<file path="config.mk">
export PLATFORM = sky130hd
export DESIGN_NAME = fcu_cordic
export DESIGN_NICKNAME = d
export VERILOG_FILES = /design/src/design/fcu_pkg.sv /design/src/design/fcu_cordic.sv
export SDC_FILE = /design/constraint.sdc
export NUM_CORES = 1
export LEC_CHECK = 0
export BUFFER_PORTS_ARGS = -buffer_cell sky130_fd_sc_hd__buf_2
export CORE_MARGIN = 2
export CORE_UTILIZATION = 30
export CTS_BUF_LIST = sky130_fd_sc_hd__clkbuf_8 sky130_fd_sc_hd__clkbuf_16
export DETAILED_ROUTE_END_ITERATION = 7
export PLACE_DENSITY_LB_ADDON = 0.2
export SYNTH_ARGS = -nofsm -noshare
export SYNTH_HDL_FRONTEND = slang
export SYNTH_SLANG_ARGS = --single-unit
</file>
<file path="constraint.sdc">
create_clock -name clk -period 7.3 [get_ports clk]
set_input_delay 1.46 -clock clk [delete_from_list [all_inputs] [get_ports clk]]
set_output_delay 1.46 -clock clk [all_outputs]
set_load 0.01 [all_outputs]
</file>
<file path="src/design/fcu_pkg.sv">
// ----------------------------------------------------------------------------
// fcu_pkg: shared types and constants for the fly camera update block
// Angle scales, CORDIC table, command codes, register indexes, FSM states.
// ----------------------------------------------------------------------------
`default_nettype none

package fcu_pkg;

	localparam int TRIG_STEPS = 16;
	localparam int IDX_W      = 5;

	localparam logic signed [19:0] HALF_TURN    = 20'sd184320;
	localparam logic signed [19:0] QUARTER_TURN = 20'sd92160;
	localparam logic [28:0]        FULL_TURN    = 29'd368640;
	localparam logic [28:0]        YAW_BIAS     = 29'd188743680; // 512 full turns
	localparam logic [3:0]         YMOD_TOP     = 4'd9;
	localparam logic [16:0]        PITCH_CAP    = 17'd91136;
	localparam logic signed [31:0] CORDIC_GAIN  = 32'sd652032874;
	localparam logic signed [15:0] UNIT_POS     = 16'sd16384;
	localparam logic signed [15:0] UNIT_NEG     = -16'sd16384;

	localparam logic signed [31:0] POS_Z_RESET  = 32'sd196608;
	localparam logic signed [18:0] YAW_RESET    = -19'sd92160;

	localparam logic [15:0] SPEED_RESET = 16'd384;
	localparam logic [11:0] SENS_RESET  = 12'd102;
	localparam logic [16:0] LIMIT_RESET = 17'd91136;

	localparam logic [1:0] CFG_MOVE_SPEED  = 2'd0;
	localparam logic [1:0] CFG_LOOK_SENS   = 2'd1;
	localparam logic [1:0] CFG_PITCH_LIMIT = 2'd2;

	localparam logic [2:0] CMD_LOOK    = 3'd0;
	localparam logic [2:0] CMD_FORWARD = 3'd1;
	localparam logic [2:0] CMD_BACK    = 3'd2;
	localparam logic [2:0] CMD_RIGHT   = 3'd3;
	localparam logic [2:0] CMD_LEFT    = 3'd4;

	typedef enum logic [4:0] {
		ST_IDLE, ST_YMUL, ST_YADD, ST_YMOD, ST_PMUL, ST_PCLAMP,
		ST_CYAW, ST_CPITCH, ST_FXM, ST_FXW, ST_FZM, ST_FZW,
		ST_RYAW, ST_MSD, ST_MSDL, ST_MMUL, ST_MACC, ST_DONE
	} fcu_state_t;

	typedef struct packed {
		logic              start;
		logic signed [19:0] angle;
	} fcu_trig_req_t;

	typedef struct packed {
		logic              done;
		logic signed [31:0] cos_v;
		logic signed [31:0] sin_v;
	} fcu_trig_rsp_t;

	// arctangent table, 1/65536 degree
	function automatic logic [22:0] fcu_atan(input logic [IDX_W-1:0] i);
		logic [22:0] r;
		case (i)
			5'd0:  r = 23'd2949120;
			5'd1:  r = 23'd1740967;
			5'd2:  r = 23'd919879;
			5'd3:  r = 23'd466945;
			5'd4:  r = 23'd234379;
			5'd5:  r = 23'd117304;
			5'd6:  r = 23'd58666;
			5'd7:  r = 23'd29335;
			5'd8:  r = 23'd14668;
			5'd9:  r = 23'd7334;
			5'd10: r = 23'd3667;
			5'd11: r = 23'd1833;
			5'd12: r = 23'd917;
			5'd13: r = 23'd458;
			5'd14: r = 23'd229;
			5'd15: r = 23'd115;
			5'd16: r = 23'd57;
			5'd17: r = 23'd29;
			5'd18: r = 23'd14;
			5'd19: r = 23'd7;
			5'd20: r = 23'd4;
			5'd21: r = 23'd2;
			5'd22: r = 23'd1;
			default: r = 23'd0;
		endcase
		return r;
	endfunction

endpackage

`default_nettype wire

</file>
<file path="src/design/fcu_cordic.sv">
// ----------------------------------------------------------------------------
// fcu_cordic: iterative sine/cosine unit
// Folds to +-90 degrees, then one CORDIC rotation per cycle in Q2.30.
// ----------------------------------------------------------------------------
`default_nettype none

module fcu_cordic
	import fcu_pkg::*;
(
	input  wire logic  clk,
	input  wire logic  arst_n,
	input  fcu_trig_req_t req,
	output fcu_trig_rsp_t rsp
);

	logic               busy_q;
	logic               done_q;
	logic               neg_q;
	logic [IDX_W-1:0]   i_q;
	logic signed [31:0] x_q;
	logic signed [31:0] y_q;
	logic signed [25:0] z_q;

	logic signed [19:0] a_fold;
	logic               a_neg;
	logic signed [25:0] atan_v;
	logic signed [31:0] x_sh;
	logic signed [31:0] y_sh;

	always_comb begin
		a_fold = req.angle;
		a_neg  = 1'b0;
		if (req.angle > QUARTER_TURN) begin
			a_fold = req.angle - HALF_TURN;
			a_neg  = 1'b1;
		end else if (req.angle < -QUARTER_TURN) begin
			a_fold = req.angle + HALF_TURN;
			a_neg  = 1'b1;
		end
	end

	assign atan_v = $signed({3'b000, fcu_atan(i_q)});
	assign x_sh   = x_q >>> i_q;
	assign y_sh   = y_q >>> i_q;

	always_ff @(posedge clk or negedge arst_n) begin
		if (!arst_n) begin
			busy_q <= 1'b0;
			done_q <= 1'b0;
		end else begin
			done_q <= 1'b0;
			if (req.start) begin
				busy_q <= 1'b1;
			end else if (busy_q && i_q == IDX_W'(TRIG_STEPS - 1)) begin
				busy_q <= 1'b0;
				done_q <= 1'b1;
			end
		end
	end

	always_ff @(posedge clk) begin
		if (req.start) begin
			x_q   <= CORDIC_GAIN;
			y_q   <= '0;
			z_q   <= {a_fold, 6'b000000};
			neg_q <= a_neg;
			i_q   <= '0;
		end else if (busy_q) begin
			if (!z_q[25]) begin
				x_q <= x_q - y_sh;
				y_q <= y_q + x_sh;
				z_q <= z_q - atan_v;
			end else begin
				x_q <= x_q + y_sh;
				y_q <= y_q - x_sh;
				z_q <= z_q + atan_v;
			end
			i_q <= i_q + 1'b1;
		end
	end

	assign rsp.done  = done_q;
	assign rsp.cos_v = neg_q ? -x_q : x_q;
	assign rsp.sin_v = neg_q ? -y_q : y_q;

endmodule

`default_nettype wire

</file>
==> PnR_summary.wiki, run 1 <==
{| class="wikitable"
! Metric !! Value
|-
| Async set-or-reset flop fraction in the synthesized netlist || 1.67%
|-
| Per-instance average area after synthesis || 8.31 sq um
|-
| Classification of the worst setup path || reg2reg
|-
| Via total after detailed routing || 16100
|-
| Count of antenna-violating nets left after detailed routing || 0
|-
| EDFF count, synth || 21
|-
| Top achievable clock speed || 152 MHz
|-
| Number of H-tree branching levels || 4
|-
| Post-detailed-route DRC marker count || 0
|-
| Part of the Yosys area used for sequential elements || 15.1%
|-
| ANT cells || 0
|-
| Synth Area in Adders || 8.36%
|-
| Post-synthesis instance area || 0.0173 sq mm
|-
| Num CTS Buffers || 17
|-
| Post-detail-place hpwl || 45800 um
|-
| CTS sink count || 120
|-
| Slew at the pin closest to its max-slew limit || 1.08 ns
|-
| Synth Flop Type || dfxtp_1
|-
| Count of placed standard cells including taps || 2812
|-
| Initial core utilization || 30.2%
|-
| Fillers || 6051
|-
| Peak fanout along the critical path || 64
|-
| Maximum capacitance violations || 0
|-
| Number of distinct library cells after synthesis || 108
|-
| Number of DRC violations after detailed-routing iteration 0 || 1170
|-
| Number of buffers inserted to repair setup after CTS || 0
|-
| Power density normalized to cell area || 580 mW/mm^2
|-
| Overflow after GRT || 0
|-
| IR drop worst, VDD || 0.217 mV
|-
| Skew-Pair Late Insertion Delay || 0.48 ns
|-
| Cell at the root of the clock tree || clkbuf_16
|-
| Worst clock skew || 0.0162 ns
|-
| Critical-path cell with the highest stage delay || dfxtp_4
|-
| Worst reg2reg path depth || 24
|-
| Gate count after technology mapping || 2085
|-
| Setup repair after global routing missed its margin || false
|-
| Crit Reg-Reg Endpoint || y_q[31]
|-
| Sum of negative setup slack || 0 ns
|-
| Ratio of cells with drive above 1 in the final layout || 14.3%
|-
| I/O pin count || 88
|-
| Syn nets || 2222
|-
| Clock edge transition at the registers on the reported setup and hold paths || 0.06 ns
|-
| Final max-slew violation count || 0
|-
| Area of the core || 0.0574 sq mm
|-
| Type of element capturing the critical path || register
|-
| Floorplan die width || 244 um
|-
| Overall routing resource usage || 20.1%
|-
| R2R setup slack || 0.73 ns
|-
| Worst min path class || reg2reg
|-
| Fin. Hold Viols || 0
|-
| Mux share of post-synthesis cell area || 18.6%
|-
| Area added between synthesis and finish || 7.52%
|-
| DIE HEIGHT || 244 um
|-
| Net count reported at finish || 2203
|-
| Floorplan die area || 0.0597 sq mm
|-
| Combinational family with the most area after synthesis || compound AO/OA/AOI/OAI gates
|-
| Via count of the first global-routing pass || 15700
|-
| Critical path launch point type || register
|-
| Post-route non-filler standard cell count || 2844
|-
| Data arrival time of the worst path || 6.93 ns
|-
| Post-DR wirelength/cell || 21.1 um
|-
| Total power draw || 10.8 mW
|-
| Relative max-transition margin || 27.6%
|-
| Crit-path cells || buf_4 -> mux4_2 -> and2_1 -> a211oi_1 -> mux4_2 -> and4b_1 -> and4_1 -> and2_1 -> nand2_1 -> o211ai_1 -> a21oi_1 -> a211oi_1 -> ha_1 -> a21o_1 -> a21o_1 -> a21o_1 -> a21o_1 -> a21o_1 -> a21o_1 -> a21oi_1 -> o31ai_1 -> xnor2_1 -> a211oi_1 -> a31o_1
|-
| Termination of the worst setup path || y_q[31]
|-
| Xor/xnor share of the synthesized area || 11.3%
|-
| Vias per inst || 5.68
|-
| Maximum buffer depth of the clock tree || 2
|-
| Area taken by multi-input logic gates || 0.0135 sq mm
|-
| Depth of the worst hold-timing path || 2
|-
| Reported leakage power || 7.71 nW
|-
| Final weighted congestion in routability-driven placement || 0.935
|-
| Launch instance of the worst register-to-register path || i_q[1]
|-
| Hold-fix buffers, CTS || 0
|-
| Seq. cell area || 0.00264 sq mm
|-
| Result of the run || completed
|-
| Pin count of the biggest net entering global routing || 65
|-
| Number of resized instances in the post-cts repair step || 0
|-
| Setup violators final || 0
|-
| Router iterations before antenna repair || 6
|-
| Post-synthesis sequential element count || 120
|-
| I/O Buffers || 87
|-
| Data required, critical path || 7.67 ns
|-
| Number of antenna violations at the first check in global routing || 0
|-
| Standard-cell rows || 88
|-
| Min-delay src || z_q[0]
|-
| First-pass GRT wire length || 93500 um
|-
| Compound-gate portion of the synthesized area || 22.5%
|-
| Crit-path max cell delay || 0.90 ns
|-
| Simple-gate area share of the yosys netlist || 17.1%
|-
| Crit path time final || 6.57 ns
|-
| Final critical-path share of the clock period || 90.0%
|-
| Yosys warnings || 0
|-
| Start point of the critical path || i_q[1]
|-
| CTS tree || done
|-
| Routed WL || 59900 um
|-
| Cell type with the highest occurrence count on the critical path || a21o_1
|}
[cell usage after synthesis (8+ instances only)]
cell	number	area, sq um
or3_1	15	93.8
or2_2	10	62.6
ha_1	111	1390
and2_1	24	150
nand2_1	193	724
mux2_2	26	293
o21a_1	23	173
and3_1	14	87.6
buf_2	19	95.1
mux2i_1	90	901
mux4_2	63	1420
a21oi_1	140	701
a21o_1	45	338
edfxtp_1	21	631
o211ai_1	14	105
a211oi_1	30	225
buf_12	8	160
o22ai_1	18	113
mux4_1	23	604
nor4_1	11	68.8
o31ai_1	25	188
inv_1	53	199
clkbuf_1	91	342
a31oi_1	28	175
nand2b_1	24	150
or4_1	12	90.1
buf_4	12	90.1
nand3_1	25	125
xnor2_1	157	1380
a22o_1	9	78.8
nor2b_1	17	106
xor2_1	66	578
buf_6	16	180
nor2_1	195	732
a22oi_1	10	75.1
o21bai_1	12	90.1
dfxtp_1	97	1940
o41ai_1	15	131
nand4_1	9	56.3
o21ai_0	124	621
nor3_1	33	165
buf_1	11	41.3
[power breakdown]
group | leakage [nW] | total (mW) | switching [mW] | internal (mW)
registers | 1.06 | 1.60 | 0.623 | 0.981
clock network | 0.291 | 0.877 | 0.355 | 0.522
logic | 6.36 | 8.32 | 4.52 | 3.80
[cell usage in the layout, fill, tap and decap left out, types with 42 or more instances in the layout]
cell       n
a21oi_1  140
mux4_2    63
buf_4     42
xor2_1    66
ha_1     111
o21ai_0  124
nor2_1   194
mux2i_1   90
dfxtp_1   92
inv_1     55
xnor2_1  157
buf_2     87
a21o_1    45
nand2_1  193
[cell type report]
cell class | count | share of cell area, %
well taps | 765 | 5.14
clock buffers | 18 | 2.42
multi-input cells | 1742 | 72.3
clock inverters | 14 | 0.792
flip-flops and latches | 120 | 14.2
repair buffers | 129 | 4.03
inverters | 56 | 1.13
[per-stage QoR]
step	cell area, sq um	worst slack [ns]	hold WS (ns)	util (%)
after detailed placement	18000	0.858	0.499	31.4
after CTS	18600	0.821	0.507	32.5
after global routing	18600	0.347	0.524	32.5
after global placement	18000	1.04	0.480	31.4
after floorplan	17300	1.98	0.467	-
final	18600	0.731	0.507	32.5
[worst max-delay path, delay by kind of cell (launching register included)]
| family | cells | cell delay (ns) |
|---|---|---|
| adder cells (fa/ha/maj) | 1 | 0.35 |
| XOR/XNOR | 1 | 0.21 |
| AO/OA/AOI/OAI | 14 | 2.55 |
| buffers and inverters | 1 | 0.43 |
| flip-flops | 1 | 0.90 |
| multiplexers | 2 | 0.91 |
| AND/OR/NAND/NOR | 5 | 1.08 |
[logic make-up after synthesis]
kind of cell             after synthesis
flip-flops                           120
AND/OR/NAND/NOR                      617
AO/OA/AOI/OAI                        586
adder cells (fa/ha/maj)              114
buffers and inverters                223
XOR/XNOR                             223
multiplexers                         202
[metal layers]
| layer | part of all wire (%) | global-route usage, % | vias to the layer above |
|---|---|---|---|
| met5 | 0 | 0 | - |
| met4 | 2.7 | 7.10 | 0 |
| met3 | 5.4 | 3.34 | 80 |
| met2 | 49 | 33.8 | 470 |
| met1 | 43 | 25.8 | 7891 |
| li1 | - | - | 7700 |
[worst min path at each step]
stage and endpoint:
3_5_place_dp y_q[0], 3_3_place_gp z_q[2], 5_1_grt z_q[2], 6_report z_q[0], 4_1_cts y_q[0], 2_1_floorplan z_q[2]
[flip-flops by register name, summed over array words and instances, names as in the netlist]
signal  cells
z_q        26
done_q      1
neg_q       1
i_q         5
x_q        32
atan_v     22
y_q        32
busy_q      1
Note: power is estimated with default switching activity, not from simulation.
==> run 2, diff against run 1 <==
- MAX_ROUTING_LAYER: default -> met4
==> run 2 against run 1 <==
Compared with the run above:
- final cell count about the same
- routed wire length increased by 0.96%
- critical path depth decreased by 1
- critical endpoint unchanged
- combinational power about the same
- first-iteration DRC count rose by 1.8%
- total power increased by 0.32%
- largest cell class unchanged
- worst hold slack got worse by 0.011 ns
- register-to-register slack improved by 0.16 ns
- final area about the same
==> PnR_summary.wiki, run 2 (synthesis gave the netlist of run 1 again) <==
{| class="wikitable"
! Metric !! Value
|-
| Worst Hold Slack || 0.496 ns (-0.0111 ns)
|-
| Data required, critical path || 7.69 ns (+0.02 ns)
|-
| Cell type with the highest occurrence count on the critical path || a21o_1
|-
| Worst min path class || reg2reg
|-
| Net count reported at finish || 2199 (-0.18%)
|-
| Reported leakage power || 7.69 nW (-0.23%)
|-
| Critical path launch point type || register
|-
| Peak fanout along the critical path || 60 (-6.3%)
|-
| First-pass GRT wire length || 93000 um (-0.59%)
|-
| Fin. Hold Viols || 0 (unchanged)
|-
| Slew at the pin closest to its max-slew limit || 1.08 ns (+0.00375 ns)
|-
| Number of antenna violations at the first check in global routing || 1 (+1)
|-
| Crit-path max cell delay || 0.86 ns (-0.04 ns)
|-
| Dominant delay contributor by cell family on the critical path || compound AO/OA/AOI/OAI gates
|-
| Routed met1 length || 26000 um (+0.11%)
|-
| Depth of the worst hold-timing path || 2 (unchanged)
|-
| Post-route cell area || 0.0186 sq mm (about the same)
|-
| Data arrival time of the worst path || 6.79 ns (-0.14 ns)
|-
| Area added between synthesis and finish || 7.44% (about the same)
|-
| Via total after detailed routing || 16100 (-0.56%)
|-
| Floorplan die width || 244 um (unchanged)
|-
| Worst clock skew || 0.0263 ns (+0.0101 ns)
|-
| IR drop worst, VDD || 0.222 mV (+2.4%)
|-
| Final critical-path share of the clock period || 87.8% (-2.2 points)
|-
| Area taken by multi-input logic gates || 0.0135 sq mm (unchanged)
|-
| Hold worst-path end || z_q[2]
|-
| Routed wl met3 || 4120 um (+26%)
|-
| Standard-cell rows || 88 (unchanged)
|-
| Setup repair after global routing missed its margin || false
|-
| Vias per inst || 5.65 (-0.49%)
|-
| Number of buffers inserted to repair setup after CTS || 0 (unchanged)
|-
| R2R setup slack || 0.89 ns (+0.16 ns)
|-
| Met2 WL post-DR || 28500 um (-1.9%)
|-
| Overflow after GRT || 0 (unchanged)
|-
| Classification of the worst setup path || reg2reg
|-
| Area of the core || 0.0574 sq mm (unchanged)
|-
| Top achievable clock speed || 156 MHz (+2.6%)
|-
| Min-delay src || z_q[2]
|-
| Fillers || 6023 (-0.46%)
|-
| I/O Buffers || 87 (unchanged)
|-
| Maximum capacitance violations || 0 (unchanged)
|-
| Crit-path cells || mux4_2 -> mux2i_1 -> o221ai_1 -> a211oi_1 -> and4b_1 -> and4_1 -> and2_1 -> nand2_1 -> o211ai_1 -> a21oi_1 -> a211oi_1 -> ha_1 -> a21o_1 -> a21o_1 -> a21o_1 -> a21o_1 -> a21o_1 -> a21o_1 -> a21oi_1 -> o31ai_1 -> xnor2_1 -> a211oi_1 -> a31o_1
|-
| Crit Reg-Reg Endpoint || y_q[31]
|-
| Result of the run || completed
|-
| Skew-Pair Late Insertion Delay || 0.50 ns (+0.02 ns)
|-
| Pin count of the biggest net entering global routing || 86 (+32%)
|-
| Worst reg2reg path depth || 23 (-4.2%)
|-
| Post-route non-filler standard cell count || 2842 (-0.070%)
|-
| Number of DRC violations after detailed-routing iteration 0 || 1191 (+1.8%)
|-
| DIE HEIGHT || 244 um (unchanged)
|-
| Count of antenna-violating nets left after detailed routing || 0 (unchanged)
|-
| Number of H-tree branching levels || 4 (unchanged)
|-
| Commonest non-fill, non-tap cells in the layout || 194 x nor2_1, 193 x nand2_1, 157 x xnor2_1, 140 x a21oi_1, 124 x o21ai_0
|-
| I/O pin count || 88 (unchanged)
|-
| Critical-path cell with the highest stage delay || dfxtp_4
|-
| Final max-slew violation count || 0 (unchanged)
|-
| Highest metal layer with signal wires || met4
|-
| Final weighted congestion in routability-driven placement || 0.922 (-1.4%)
|-
| Via count of the first global-routing pass || 15500 (-1.3%)
|-
| Overall routing resource usage || 20.8% (+0.71 points)
|-
| Seq. cell area || 0.00264 sq mm (unchanged)
|-
| Cell at the root of the clock tree || clkbuf_16
|-
| Post-DR wirelength/cell || 21.3 um (+1.0%)
|-
| Floorplan die area || 0.0597 sq mm (unchanged)
|-
| Routed WL || 60500 um (+0.96%)
|-
| Maximum buffer depth of the clock tree || 2 (unchanged)
|-
| Total power draw || 10.8 mW (+0.32%)
|-
| Largest regs || x_q: 32 flops, y_q: 32 flops, z_q: 26 flops
|-
| Initial core utilization || 30.2% (unchanged)
|-
| Post-detailed-route DRC marker count || 0 (unchanged)
|-
| Count of placed standard cells including taps || 2808 (-0.14%)
|-
| CP bufs+invs || 0 (-1)
|-
| Crit path time final || 6.41 ns (-0.163 ns)
|-
| Relative max-transition margin || 27.3% (-0.25 points)
|-
| Clock edge transition at the registers on the reported setup and hold paths || 0.07 ns (about the same)
|-
| Number of resized instances in the post-cts repair step || 0 (unchanged)
|-
| Setup violators final || 0 (unchanged)
|-
| Post-detail-place hpwl || 45800 um (about the same)
|-
| Ratio of cells with drive above 1 in the final layout || 14.2% (-0.12 points)
|-
| CTS sink count || 120 (unchanged)
|-
| Type of element capturing the critical path || register
|-
| Num CTS Buffers || 17 (unchanged)
|-
| Launch instance of the worst register-to-register path || i_q[1]
|-
| Most frequent standard cell in the layout excluding fill and tap cells || nor2_1
|-
| Total placed instance area || 0.0180 sq mm (about the same)
|-
| Router iterations before antenna repair || 6 (unchanged)
|-
| Sum of negative setup slack || 0 ns (unchanged)
|-
| Power density normalized to cell area || 582 mW/mm^2 (+0.40%)
|-
| Hold-fix buffers, CTS || 0 (unchanged)
|-
| CTS tree || done
|}
run 2: cell types whose count changed in the layout (fill, tap and decap cells not counted):
cell        change
inv_6           +3
buf_12          +2
inv_1           -1
clkinv_2        -1
clkinvlp_4      -1
inv_4           +1
bufinv_16       -1
diode_2         +2
buf_4           -6
run 2: tightest hold or removal path, delay by kind of cell (launching register included):
family | cells | cell delay, ns
DFF | 1 | 0.32
AOI/OAI and AO/OA | 1 | 0.05
and+or+nand+nor | 1 | 0.08
run 2: how the worst max path moves through the flow:
stage | cells past startpoint | slack (ns) | to | start
2_1_floorplan | 25 | 1.98 | y_q[31] | i_q[0]
3_3_place_gp | 19 | 0.98 | y_q[26] | i_q[0]
3_5_place_dp | 23 | 0.96 | y_q[31] | i_q[1]
4_1_cts | 19 | 0.92 | y_q[26] | i_q[0]
5_1_grt | 20 | 0.39 | y_q[26] | i_q[1]
6_report | 23 | 0.89 | y_q[31] | i_q[1]
run 2: metal layers:
layer,track usage (%),up-vias
li1,-,7702
met1,25.2,7712
met2,33.4,547
met3,4.78,89
met4,8.11,0
met5,-,-
run 2: cell type report:
cell class | count | area share (%)
Antenna cell | 2 | 0.0269
Multi-Input combinational cell | 1742 | 72.4
Timing Repair Buffer | 125 | 4.01
Sequential cell | 120 | 14.2
Clock inverter | 14 | 0.719
Inverter | 56 | 1.13
Tap cell | 765 | 5.14
Clock buffer | 18 | 2.42
run 2: stage by stage:
| step | setup WS [ns] | utilization (%) |
|---|---|---|
| 3_3_place_gp | 0.978 | 31.4 |
| 6_report | 0.894 | 32.5 |
| 2_1_floorplan | 1.98 | - |
| 4_1_cts | 0.920 | 32.4 |
| 3_5_place_dp | 0.965 | 31.4 |
| 5_1_grt | 0.395 | 32.5 |
run 2: power breakdown:
part	switching, mW	internal [mW]
Combinational	4.54	3.80
Clock	0.385	0.493
Sequential	0.638	0.981
Total	5.56	5.27
